$ cat config.mk
export PLATFORM = sky130hd
export DESIGN_NAME = sensor_uart_response_receiver_core
export DESIGN_NICKNAME = d
export VERILOG_FILES = /design/src/rtl/surr_pkg.sv /design/src/rtl/sensor_uart_response_receiver_core.sv /design/src/rtl/surr_ctrl.sv /design/src/rtl/surr_dp.sv
export SDC_FILE = /design/constraint.sdc
export NUM_CORES = 1
export LEC_CHECK = 0
export ABC_AREA = 1
export BUFFER_PORTS_ARGS = -buffer_cell sky130_fd_sc_hd__buf_2
export CAP_MARGIN = 40
export CORE_MARGIN = 4
export CORE_UTILIZATION = 45
export CTS_CLUSTER_SIZE = 16
export DETAILED_ROUTE_END_ITERATION = 12
export GPL_TIMING_DRIVEN = 0
export HOLD_SLACK_MARGIN = 0.15
export PLACE_DENSITY = 0.7
export SYNTH_ARGS = -nofsm -noshare
export SYNTH_HDL_FRONTEND = slang
export SYNTH_HIERARCHICAL = 1
export SYNTH_SLANG_ARGS = --single-unit
$ cat constraint.sdc
create_clock -name clk_i -period 4.8 [get_ports clk_i]
set_clock_uncertainty 0.15 [all_clocks]
set_input_delay 0.24 -clock clk_i [delete_from_list [all_inputs] [get_ports clk_i]]
set_output_delay 0.24 -clock clk_i [all_outputs]
set_load 0.02 [all_outputs]
$ cat src/rtl/surr_pkg.sv
// Shared types and constants for the sensor UART response receiver.
// No dependencies; used by surr_ctrl, surr_dp and the top level.
package surr_pkg;

  localparam int unsigned MAX_READ_BYTES = 16;
  localparam int unsigned BUF_AW         = $clog2(MAX_READ_BYTES);
  localparam int unsigned LEN_W          = BUF_AW + 1;

  localparam logic [15:0] TIMEOUT_RESET = 16'd8000;
  localparam logic [7:0]  HDR_READ_OK   = 8'hBB;
  localparam logic [7:0]  HDR_STATUS    = 8'hEE;
  localparam logic [7:0]  WRITE_ACK     = 8'h01;

  typedef enum logic [1:0] {
    REQ_READ  = 2'd0,
    REQ_WRITE = 2'd1,
    REQ_BYTE  = 2'd2,
    REQ_TICK  = 2'd3
  } req_e;

  typedef enum logic [2:0] {
    STATUS_OK           = 3'd0,
    STATUS_NO_RESP      = 3'd1,
    STATUS_UART_ERR     = 3'd2,
    STATUS_BAD_HDR      = 3'd3,
    STATUS_LEN_MISMATCH = 3'd4,
    STATUS_DEV_ERR      = 3'd5
  } status_e;

  // controller -> datapath
  typedef struct packed {
    logic    open_rd;
    logic    open_wr;
    logic    tick_inc;
    logic    tick_clr;
    logic    hdr_capture;
    logic    buf_wr;
    logic    drain_clr;
    logic    drain_inc;
    logic    load_data;
    logic    fin;
    status_e fin_status;
    logic    fin_code;
  } cmd_t;

  // datapath -> controller
  typedef struct packed {
    logic is_write;
    logic err_hdr;
    logic tick_hit;
    logic byte_ee;
    logic byte_bb;
    logic byte_ack;
    logic len_match;
    logic len_zero;
    logic rx_done;
    logic drain_last;
    logic out_free;
  } stat_t;

endpackage

$ cat src/rtl/sensor_uart_response_receiver_core.sv
// Sensor UART response receiver, top level.
// Depends on surr_pkg, surr_ctrl and surr_dp.
//
// Input stream (s_axis): one word per event. tuser carries the event kind
// (start read, start write, received byte, time tick); tdata carries the
// requested length, the received byte and its UART error flag.
// Output stream (m_axis): one word per result. A failed or non-data
// transaction yields a single status word with tlast set; a good read
// yields one word per data byte, tlast on the final one.
// Configuration: cfg_we_i loads the 16-bit timeout in ticks (reset 8000).
// Latency: a status word appears the cycle after the accepting edge.
// A completed read is drained from the byte buffer one byte at a time
// (registered buffer read, then output load), and output stalls hold it up;
// s_axis_tready stays low throughout the drain.
// Otherwise one event is taken per cycle while the output register is free.
// Reset returns to idle with no open transaction and no pending word; the
// buffer needs no clearing. A stalled m_axis holds its word and holds off
// new input until the word is taken.
module sensor_uart_response_receiver_core
  import surr_pkg::*;
(
  input  logic        clk_i,
  input  logic        rst_ni,
  input  logic        cfg_we_i,
  input  logic [15:0] cfg_wdata_i,
  input  logic        s_axis_tvalid,
  output logic        s_axis_tready,
  input  logic [23:0] s_axis_tdata,  // [7:0] req_length, [15:8] rx_byte, [16] rx_error
  input  logic [1:0]  s_axis_tuser,  // [1:0] req_type
  output logic        m_axis_tvalid,
  input  logic        m_axis_tready,
  output logic [23:0] m_axis_tdata,  // [7:0] device_code, [15:8] data_byte, [19:16] data_index
  output logic [3:0]  m_axis_tuser,  // [2:0] status, [3] has_data
  output logic        m_axis_tlast
);

  cmd_t    cmd;
  stat_t   stat;
  status_e out_status;
  logic [7:0] out_code;
  logic [7:0] out_data;
  logic [3:0] out_index;
  logic       out_has_data;

  surr_ctrl u_ctrl (
    .clk_i      (clk_i),
    .rst_ni     (rst_ni),
    .in_valid_i (s_axis_tvalid),
    .req_type_i (req_e'(s_axis_tuser)),
    .rx_error_i (s_axis_tdata[16]),
    .stat_i     (stat),
    .in_ready_o (s_axis_tready),
    .cmd_o      (cmd)
  );

  surr_dp u_dp (
    .clk_i          (clk_i),
    .rst_ni         (rst_ni),
    .cfg_we_i       (cfg_we_i),
    .cfg_wdata_i    (cfg_wdata_i),
    .req_length_i   (s_axis_tdata[7:0]),
    .rx_byte_i      (s_axis_tdata[15:8]),
    .cmd_i          (cmd),
    .out_ready_i    (m_axis_tready),
    .stat_o         (stat),
    .out_valid_o    (m_axis_tvalid),
    .out_status_o   (out_status),
    .out_code_o     (out_code),
    .out_data_o     (out_data),
    .out_index_o    (out_index),
    .out_has_data_o (out_has_data),
    .out_last_o     (m_axis_tlast)
  );

  assign m_axis_tdata = {4'h0, out_index, out_data, out_code};
  assign m_axis_tuser = {out_has_data, out_status};

  // data words are always good-status words without a device code
  assert property (@(posedge clk_i) disable iff (!rst_ni)
    m_axis_tvalid && m_axis_tuser[3] |-> m_axis_tuser[2:0] == STATUS_OK &&
                                         m_axis_tdata[7:0] == 8'h00)
    else $error("data word with non-ok status");

  // a word without data always closes its transaction
  assert property (@(posedge clk_i) disable iff (!rst_ni)
    m_axis_tvalid && !m_axis_tuser[3] |-> m_axis_tlast)
    else $error("status word without tlast");

  // input is never taken while a result word is stuck at the output
  assert property (@(posedge clk_i) disable iff (!rst_ni)
    s_axis_tvalid && s_axis_tready |-> !(m_axis_tvalid && !m_axis_tready))
    else $error("input accepted while output stalled");

endmodule

$ cat src/rtl/surr_ctrl.sv
// Transaction controller: response phases and read-back drain sequencing.
// Depends on surr_pkg; drives surr_dp through cmd_t, observes stat_t.
module surr_ctrl
  import surr_pkg::*;
(
  input  logic  clk_i,
  input  logic  rst_ni,
  input  logic  in_valid_i,
  input  req_e  req_type_i,
  input  logic  rx_error_i,
  input  stat_t stat_i,
  output logic  in_ready_o,
  output cmd_t  cmd_o
);

  localparam logic [2:0] ST_IDLE     = 3'd0;
  localparam logic [2:0] ST_HDR      = 3'd1;
  localparam logic [2:0] ST_SEC      = 3'd2;
  localparam logic [2:0] ST_DATA     = 3'd3;
  localparam logic [2:0] ST_DRAIN_RD = 3'd4;
  localparam logic [2:0] ST_DRAIN_WR = 3'd5;

  logic [2:0] state_q, state_d;
  logic       draining;
  logic       accept;

  assign draining   = (state_q == ST_DRAIN_RD) || (state_q == ST_DRAIN_WR);
  assign in_ready_o = !draining && stat_i.out_free;
  assign accept     = in_valid_i && in_ready_o;

  always_comb begin
    state_d = state_q;
    cmd_o   = '0;
    cmd_o.fin_status = STATUS_OK;

    if (accept) begin
      case (req_type_i)
        REQ_READ: begin
          cmd_o.open_rd = 1'b1;
          state_d = ST_HDR;
        end
        REQ_WRITE: begin
          cmd_o.open_wr = 1'b1;
          state_d = ST_HDR;
        end
        REQ_TICK: begin
          if (state_q != ST_IDLE) begin
            cmd_o.tick_inc = 1'b1;
            if (stat_i.tick_hit) begin
              cmd_o.fin = 1'b1;
              cmd_o.fin_status = STATUS_NO_RESP;
            end
          end
        end
        default: begin
          if (state_q != ST_IDLE) begin
            cmd_o.tick_clr = 1'b1;
            if (rx_error_i) begin
              cmd_o.fin = 1'b1;
              cmd_o.fin_status = STATUS_UART_ERR;
            end else if (state_q == ST_HDR) begin
              if (stat_i.is_write ? !stat_i.byte_ee : !(stat_i.byte_ee || stat_i.byte_bb)) begin
                cmd_o.fin = 1'b1;
                cmd_o.fin_status = STATUS_BAD_HDR;
              end else begin
                cmd_o.hdr_capture = 1'b1;
                state_d = ST_SEC;
              end
            end else if (state_q == ST_SEC) begin
              if (stat_i.is_write) begin
                cmd_o.fin = 1'b1;
                cmd_o.fin_status = stat_i.byte_ack ? STATUS_OK : STATUS_DEV_ERR;
                cmd_o.fin_code = !stat_i.byte_ack;
              end else if (stat_i.err_hdr) begin
                cmd_o.fin = 1'b1;
                cmd_o.fin_status = STATUS_DEV_ERR;
                cmd_o.fin_code = 1'b1;
              end else if (!stat_i.len_match) begin
                cmd_o.fin = 1'b1;
                cmd_o.fin_status = STATUS_LEN_MISMATCH;
              end else if (stat_i.len_zero) begin
                cmd_o.fin = 1'b1;
                cmd_o.fin_status = STATUS_OK;
              end else begin
                state_d = ST_DATA;
              end
            end else begin
              cmd_o.buf_wr = 1'b1;
              if (stat_i.rx_done) begin
                cmd_o.drain_clr = 1'b1;
                state_d = ST_DRAIN_RD;
              end
            end
          end
        end
      endcase
      if (cmd_o.fin) begin
        state_d = ST_IDLE;
      end
    end else begin
      unique case (state_q)
        // buffer read is registered: fetch in ST_DRAIN_RD, then hand off in ST_DRAIN_WR
        ST_DRAIN_RD: state_d = ST_DRAIN_WR;
        ST_DRAIN_WR: begin
          if (stat_i.out_free) begin
            cmd_o.load_data = 1'b1;
            if (stat_i.drain_last) begin
              state_d = ST_IDLE;
            end else begin
              cmd_o.drain_inc = 1'b1;
              state_d = ST_DRAIN_RD;
            end
          end
        end
        default: state_d = state_q;
      endcase
    end
  end

  always_ff @(posedge clk_i or negedge rst_ni) begin
    if (!rst_ni) begin
      state_q <= ST_IDLE;
    end else begin
      state_q <= state_d;
    end
  end

endmodule

$ cat src/rtl/surr_dp.sv
// Datapath: timeout register and counter, length/byte counters, read buffer,
// result register. Depends on surr_pkg; commanded by surr_ctrl.
module surr_dp
  import surr_pkg::*;
(
  input  logic          clk_i,
  input  logic          rst_ni,
  input  logic          cfg_we_i,
  input  logic [15:0]   cfg_wdata_i,
  input  logic [7:0]    req_length_i,
  input  logic [7:0]    rx_byte_i,
  input  cmd_t          cmd_i,
  input  logic          out_ready_i,
  output stat_t         stat_o,
  output logic          out_valid_o,
  output status_e       out_status_o,
  output logic [7:0]    out_code_o,
  output logic [7:0]    out_data_o,
  output logic [3:0]    out_index_o,
  output logic          out_has_data_o,
  output logic          out_last_o
);

  logic [15:0]       timeout_q;
  logic [15:0]       tick_q;
  logic [16:0]       tick_next;
  logic              is_write_q;
  logic              err_hdr_q;
  logic [LEN_W-1:0]  exp_len_q;
  logic [LEN_W-1:0]  rcv_cnt_q;
  logic [LEN_W-1:0]  rcv_cnt_inc;
  logic [LEN_W-1:0]  len_clamped;
  logic [BUF_AW-1:0] drain_idx_q;
  logic [LEN_W-1:0]  drain_idx_inc;
  logic [7:0]        buf_mem [MAX_READ_BYTES];
  logic [7:0]        rd_data_q;
  logic              out_valid_q;

  assign tick_next     = {1'b0, tick_q} + 17'd1;
  assign rcv_cnt_inc   = rcv_cnt_q + LEN_W'(1);
  assign drain_idx_inc = {1'b0, drain_idx_q} + LEN_W'(1);
  assign len_clamped   = (req_length_i > 8'(MAX_READ_BYTES)) ? LEN_W'(MAX_READ_BYTES)
                                                             : req_length_i[LEN_W-1:0];

  always_comb begin
    stat_o.is_write   = is_write_q;
    stat_o.err_hdr    = err_hdr_q;
    // a timeout of 0 behaves as 1 since tick_next is never 0
    stat_o.tick_hit   = tick_next >= {1'b0, timeout_q};
    stat_o.byte_ee    = rx_byte_i == HDR_STATUS;
    stat_o.byte_bb    = rx_byte_i == HDR_READ_OK;
    stat_o.byte_ack   = rx_byte_i == WRITE_ACK;
    stat_o.len_match  = rx_byte_i == 8'(exp_len_q);
    stat_o.len_zero   = exp_len_q == '0;
    stat_o.rx_done    = rcv_cnt_inc >= exp_len_q;
    stat_o.drain_last = drain_idx_inc == exp_len_q;
    stat_o.out_free   = !out_valid_q || out_ready_i;
  end

  always_ff @(posedge clk_i or negedge rst_ni) begin
    if (!rst_ni) begin
      timeout_q   <= TIMEOUT_RESET;
      tick_q      <= '0;
      is_write_q  <= 1'b0;
      err_hdr_q   <= 1'b0;
      exp_len_q   <= '0;
      rcv_cnt_q   <= '0;
      drain_idx_q <= '0;
      out_valid_q <= 1'b0;
    end else begin
      if (cfg_we_i) begin
        timeout_q <= cfg_wdata_i;
      end
      if (cmd_i.open_rd || cmd_i.open_wr) begin
        is_write_q <= cmd_i.open_wr;
        exp_len_q  <= cmd_i.open_rd ? len_clamped : '0;
        rcv_cnt_q  <= '0;
        tick_q     <= '0;
        err_hdr_q  <= 1'b0;
      end else begin
        if (cmd_i.tick_inc) begin
          tick_q <= tick_next[15:0];
        end else if (cmd_i.tick_clr) begin
          tick_q <= '0;
        end
        if (cmd_i.hdr_capture) begin
          err_hdr_q <= stat_o.byte_ee;
        end
        if (cmd_i.buf_wr) begin
          rcv_cnt_q <= rcv_cnt_inc;
        end
      end
      if (cmd_i.drain_clr) begin
        drain_idx_q <= '0;
      end else if (cmd_i.drain_inc) begin
        drain_idx_q <= drain_idx_inc[BUF_AW-1:0];
      end
      if (cmd_i.fin || cmd_i.load_data) begin
        out_valid_q <= 1'b1;
      end else if (out_ready_i) begin
        out_valid_q <= 1'b0;
      end
    end
  end

  // read buffer: one write port, one registered read port
  always_ff @(posedge clk_i) begin
    if (cmd_i.buf_wr) begin
      buf_mem[rcv_cnt_q[BUF_AW-1:0]] <= rx_byte_i;
    end
    rd_data_q <= buf_mem[drain_idx_q];
  end

  always_ff @(posedge clk_i) begin
    if (cmd_i.fin) begin
      out_status_o   <= cmd_i.fin_status;
      out_code_o     <= cmd_i.fin_code ? rx_byte_i : 8'h00;
      out_data_o     <= 8'h00;
      out_index_o    <= 4'd0;
      out_has_data_o <= 1'b0;
      out_last_o     <= 1'b1;
    end else if (cmd_i.load_data) begin
      out_status_o   <= STATUS_OK;
      out_code_o     <= 8'h00;
      out_data_o     <= rd_data_q;
      out_index_o    <= 4'(drain_idx_q);
      out_has_data_o <= 1'b1;
      out_last_o     <= stat_o.drain_last;
    end
  end

  assign out_valid_o = out_valid_q;

endmodule
==> impl_table.tex <==
\begin{tabular}{lr}
\hline
Metric & Value \\
\hline
\multicolumn{2}{l}{\textbf{Pwr}} \\
\quad Maximum resistive drop on vdd & $\sim$0.28 mV \\
\quad Switching share of total power & 0.363 \\
\quad Power share of the combinational group & 0.341 \\
\quad Relative contribution of sequential cells to total power & 0.381 \\
\quad Clock power share & 0.278 \\
\quad Internal power & 3.89 mW \\
\quad Total power divided by cell area & 511 mW/mm2 \\
\quad Leak pwr & 4.98 nW \\
\quad Net switching power & between 2 and 2.5 mW \\
\quad Post-layout power & 6.10 mW \\
\multicolumn{2}{l}{\textbf{Setup path}} \\
\quad Cell depth of the worst flop-to-flop path & 20 \\
\quad Dominant delay contributor by cell family on the critical path & simple AND/OR/NAND/NOR gates \\
\quad Setup crit end kind & register \\
\quad Launching point of the worst reg2reg path & u\_dp/tick\_q[0]\$\_DFFE\_PN0P\_ \\
\quad Chain of cells forming the critical path & ha\_1 > nand3\_2 > nor2\_1 > nand4\_1 > nand2\_1 > inv\_1 > ha\_1 > nand4\_1 > nor4\_1 > nand2\_1 > nand3\_1 > nand2\_1 > nor2\_1 > nor2\_2 > or2\_4 > nand2\_2 > nand2\_1 > dlygate4sd3\_1 > nand2\_1 > dlygate4sd3\_1 \\
\quad Reg-to-reg slack, setup & between 0.4 and 0.5 ns \\
\quad Worst path arrival time & 4.69 ns \\
\quad Endpoint of the most critical register-to-register path & u\_ctrl/state\_q[2]\$\_DFFE\_PN0P\_ \\
\quad Stage delay of the slowest cell on the critical path & between 0.5 and 0.6 ns \\
\quad Crit start category & register \\
\quad Highest-delay cell along the critical path & sky130\_fd\_sc\_hd\_\_dlygate4sd3\_1 \\
\quad Critical path type & reg -> reg \\
\quad Worst path bufs/invs & 3 \\
\quad Top fanout value on the critical path & 5 \\
\quad Worst path most repeated cell & sky130\_fd\_sc\_hd\_\_nand2\_1 \\
\quad Worst Path Required & 5.12 ns \\
\multicolumn{2}{l}{\textbf{Final layout}} \\
\quad Final Instance Area & 0.0120 mm2 \\
\quad Area Overhead vs Synth & 22.5\% \\
\quad Count of non-filler cells in the finished layout & roughly 1,400 \\
\quad Inserted Diodes & 0 \\
\quad \# nets final & 1,193 \\
\quad Ratio of cells with drive above 1 in the final layout & 0.143 \\
\quad Filler Cell Count & 1,717 \\
\quad Core Util, Final & 0.565 \\
\multicolumn{2}{l}{\textbf{Floorplan}} \\
\quad Die height & 155 um \\
\quad Core ar. & 0.0212 mm2 \\
\quad Top-Level Pins & between 70 and 80 \\
\quad Horizontal extent of the die & $\sim$160 um \\
\quad Starting density of the core & 0.461 \\
\quad Total Die Area & 0.0241 mm2 \\
\quad Number of core rows & 53 \\
\multicolumn{2}{l}{\textbf{Routing}} \\
\quad Routed vias/inst & approximately 5.5 \\
\quad DR WL/cell & 17.8 um \\
\quad Drt initial violations & $\sim$760 \\
\quad Via total after detailed routing & 7,697 \\
\quad Number of detailed-routing iterations run before antenna repair & 5 \\
\quad DRC violations left & 0 \\
\quad Antenna-violating nets left & 0 \\
\quad Final routed wirelength across all metal layers & 25.1 mm \\
\multicolumn{2}{l}{\textbf{STA}} \\
\quad Final setup violation count & 0 \\
\quad Slew at the pin with the worst max-slew slack & 0.857 ns \\
\quad Final hold violation count & 0 \\
\quad Min Hold Slack & 0.200 ns \\
\quad Fin Setup TNS & 0 ns \\
\quad Worst slew margin relative to its limit & 0.426 \\
\quad RSZ-0062 raised after global routing & no \\
\quad Shortest clock period the worst path allows after layout & about 4.4 ns \\
\quad Post-layout worst setup margin & 0.423 ns \\
\quad Final worst-path cycle share & 0.912 \\
\quad Max Clk Rate & 0.228 GHz \\
\quad Slew Viols, Final & 0 \\
\multicolumn{2}{l}{\textbf{CTS}} \\
\quad Clock-pin slew on the worst setup and hold paths & approximately 0.060 ns \\
\quad Post CTS Setup Buffer Count & 0 \\
\quad Worst-case clock buffer depth & 3 \\
\quad TritonCTS clock tree & built \\
\quad Clock latency of the later-clocked register in the worst-skew pair & about 0.53 ns \\
\quad Deepest level of the CTS H-tree & 1 \\
\quad Sinks on the clock net & between 200 and 250 \\
\quad Cts bufs inserted & 23 \\
\quad Buffer type at the clock tree root & sky130\_fd\_sc\_hd\_\_clkbuf\_16 \\
\multicolumn{2}{l}{\textbf{Yosys}} \\
\quad Largest cells by area after synthesis & sky130\_fd\_sc\_hd\_\_edfxtp\_1 43\%, sky130\_fd\_sc\_hd\_\_dfrtp\_1 12\%, sky130\_fd\_sc\_hd\_\_nand2\_1 5.0\%, sky130\_fd\_sc\_hd\_\_o21ai\_0 5.0\%, sky130\_fd\_sc\_hd\_\_dfxtp\_1 4.5\% \\
\quad Area leader, netlist & sky130\_fd\_sc\_hd\_\_edfxtp\_1 \\
\quad Proportion of synthesized flip-flops having asynchronous set or reset & 0.244 \\
\quad Proportion of synthesized chip area in sequential cells & 0.607 \\
\quad Register bit count reported by yosys & 213 \\
\quad Prevailing post-synth register cell & sky130\_fd\_sc\_hd\_\_edfxtp\_1 \\
\quad Synth warn & 6 \\
\quad Post-synthesis cell count & 948 \\
\quad Post-synth EDFFs & 139 \\
\quad Post-synthesis instance area & 0.00976 mm2 \\
\quad Most instantiated library cell after synthesis & sky130\_fd\_sc\_hd\_\_edfxtp\_1 \\
\quad Post-synth cell types & 45 \\
\quad Commonest cells in the netlist & 139 x sky130\_fd\_sc\_hd\_\_edfxtp\_1, 130 x sky130\_fd\_sc\_hd\_\_nand2\_1, 115 x sky130\_fd\_sc\_hd\_\_nor2\_1 \\
\quad Area share of the largest cell type after synthesis & 0.428 \\
\quad Average footprint of a synthesized cell & 10.3 um2 \\
\multicolumn{2}{l}{\textbf{Worst hold path}} \\
\quad Worst Min Path Start & cfg\_we\_i \\
\quad Worst hold-check path type & in -> reg \\
\quad Min-Delay Endpoint & u\_dp/timeout\_q[11]\$\_DFFE\_PN1P\_ \\
\quad Number of stages on the worst hold path & 3 \\
\multicolumn{2}{l}{\textbf{Run}} \\
\quad Number of violations of the max-capacitance limit & 0 \\
\multicolumn{2}{l}{\textbf{Placement}} \\
\quad Setup Slack @ Placement & between 0.7 and 0.8 ns \\
\quad Routability congestion estimate & 0.906 \\
\quad Estimated wirelength of the detail-placed design & around 16 mm \\
\quad Placed cell count & 1,293 \\
\quad Area post-placement & 0.0105 mm2 \\
\quad Number of buffers inserted by port buffering & 66 \\
\multicolumn{2}{l}{\textbf{GRT}} \\
\quad Met2 capacity usage during global routing & 0.347 \\
\quad Initial antenna violation count & 0 \\
\quad Pin count of the biggest net entering global routing & 30 \\
\quad Via count of the first global-routing pass & 7,592 \\
\quad Met1 routing resource usage after global routing & 0.278 \\
\quad Overall fraction of global-route tracks in use & 0.207 \\
\quad Met3 usage in global routing & 0.0384 \\
\quad Congestion Overflow GR & 0 \\
\quad Global-route wire length before repair & 39.6 mm \\
\quad Most congested layer reported by global routing & met2 \\
\multicolumn{2}{l}{\textbf{Outcome}} \\
\quad Result of the run & finished clean \\
\hline
\end{tabular}
layout by cell type (no fill, tap or decap), types with 2 or more instances in the layout:
cell type / Yosys / routed
sky130_fd_sc_hd__edfxtp_1: 139 / 139
sky130_fd_sc_hd__nand2_1: 130 / 130
sky130_fd_sc_hd__nor2_1: 115 / 115
sky130_fd_sc_hd__inv_1: 104 / 104
sky130_fd_sc_hd__o21ai_0: 97 / 97
sky130_fd_sc_hd__buf_2: 12 / 78
sky130_fd_sc_hd__dlygate4sd3_1: 0 / 76
sky130_fd_sc_hd__dfrtp_1: 46 / 46
sky130_fd_sc_hd__nand3_1: 38 / 38
sky130_fd_sc_hd__o221ai_1: 27 / 27
sky130_fd_sc_hd__ha_1: 27 / 27
sky130_fd_sc_hd__o22ai_1: 25 / 25
sky130_fd_sc_hd__clkbuf_16: 0 / 23
sky130_fd_sc_hd__clkbuf_1: 19 / 23
sky130_fd_sc_hd__dfxtp_1: 22 / 22
sky130_fd_sc_hd__nand4_1: 19 / 19
sky130_fd_sc_hd__a21oi_1: 16 / 16
sky130_fd_sc_hd__nor3_1: 13 / 13
sky130_fd_sc_hd__buf_4: 8 / 8
sky130_fd_sc_hd__inv_2: 8 / 8
sky130_fd_sc_hd__nand2_2: 8 / 8
sky130_fd_sc_hd__xor2_1: 8 / 8
sky130_fd_sc_hd__a22o_1: 8 / 8
sky130_fd_sc_hd__nor2_4: 7 / 7
sky130_fd_sc_hd__o21ai_1: 6 / 6
sky130_fd_sc_hd__o211ai_1: 6 / 6
sky130_fd_sc_hd__dfstp_2: 6 / 6
sky130_fd_sc_hd__clkinv_1: 0 / 5
sky130_fd_sc_hd__clkinv_2: 0 / 5
sky130_fd_sc_hd__o21bai_1: 5 / 5
sky130_fd_sc_hd__conb_1: 1 / 4
sky130_fd_sc_hd__nor2_2: 4 / 4
sky130_fd_sc_hd__clkbuf_8: 0 / 3
sky130_fd_sc_hd__nand3_2: 3 / 3
sky130_fd_sc_hd__nor4_1: 3 / 3
sky130_fd_sc_hd__nor3b_1: 2 / 2
sky130_fd_sc_hd__and2_1: 2 / 2
sky130_fd_sc_hd__a32o_1: 2 / 2
how the worst max path moves through the flow:
stage / from / endpoint / slack, ns / cells after the start
floorplan: u_dp/tick_q[0]$_DFFE_PN0P_ / u_dp/out_code_o[0]$_SDFFCE_PN0P_ / 1.38 / 20
global placement: u_dp/tick_q[0]$_DFFE_PN0P_ / u_dp/out_status_o[0]$_SDFFCE_PN0P_ / 0.76 / 20
detailed placement: u_dp/tick_q[8]$_DFFE_PN0P_ / u_dp/out_status_o[1]$_SDFFCE_PN0P_ / 0.74 / 17
CTS: u_dp/tick_q[0]$_DFFE_PN0P_ / u_ctrl/state_q[2]$_DFFE_PN0P_ / 0.54 / 22
global route: u_dp/tick_q[0]$_DFFE_PN0P_ / u_ctrl/state_q[2]$_DFFE_PN0P_ / 0.15 / 22
finish: u_dp/tick_q[0]$_DFFE_PN0P_ / u_ctrl/state_q[2]$_DFFE_PN0P_ / 0.42 / 20
repair_timing:
action,in CTS,in global routing
hold endpoints to repair,212,0
setup endpoints to repair,0,0
resized for setup,0,0
hold buffers,76,0
tightest hold or removal path, stage by stage:
cell	delay, ns
sky130_fd_sc_hd__buf_2	0.12
sky130_fd_sc_hd__clkbuf_1	0.23
sky130_fd_sc_hd__o21ai_0	0.22
kinds of logic (layout without fill, tap and decap cells):
kind of cell / after synthesis / after routing / share of synthesized area
mux: 1 / 1 / 0.00115
other cells: 1 / 4 / 0.000384
fa+ha+maj: 27 / 27 / 0.0346
buf+inv: 151 / 336 / 0.0627
simple gates: 350 / 350 / 0.163
flops: 213 / 213 / 0.607
compound gates: 195 / 195 / 0.122
xor+xnor: 10 / 10 / 0.00975
registers in the layout, summed over array words and instances (netlist names), 5 cells and up:
signal,count
u_dp/buf_mem,128
u_dp/tick_q,16
u_dp/timeout_q,16
u_dp/out_code_o,8
u_dp/out_data_o,8
u_dp/rd_data_q,8
u_dp/exp_len_q,5
u_dp/rcv_cnt_q,5
cell type report:
| class | count | area, um2 | area share |
|---|---|---|---|
| Sequential cell | 213 | 5920 | 0.496 |
| Multi-Input combinational cell | 587 | 3230 | 0.271 |
| Timing Repair Buffer | 143 | 1110 | 0.0930 |
| Clock buffer | 30 | 632 | 0.0529 |
| Inverter | 112 | 420 | 0.0352 |
| Tap cell | 275 | 344 | 0.0288 |
| Buffer | 39 | 191 | 0.0160 |
| Clock inverter | 12 | 93.8 | 0.00785 |
per-layer routing:
layer | wire (um) | share of wire
met5 | 0 | 0
met4 | 696 | 0.028
met3 | 2150 | 0.086
met2 | 12300 | 0.49
met1 | 10000 | 0.40
power groups by stage:
stage | Sequential (mW) | Combinational (mW) | Clock, mW
detailed placement | 2.36 | 1.95 | 0
CTS | 2.32 | 2.05 | 1.73
global route | 2.35 | 2.29 | 1.80
floorplan | 2.44 | 1.21 | 0
finish | 2.33 | 2.08 | 1.69
global placement | 2.36 | 1.91 | 0
(Power assumes the default switching activity.)
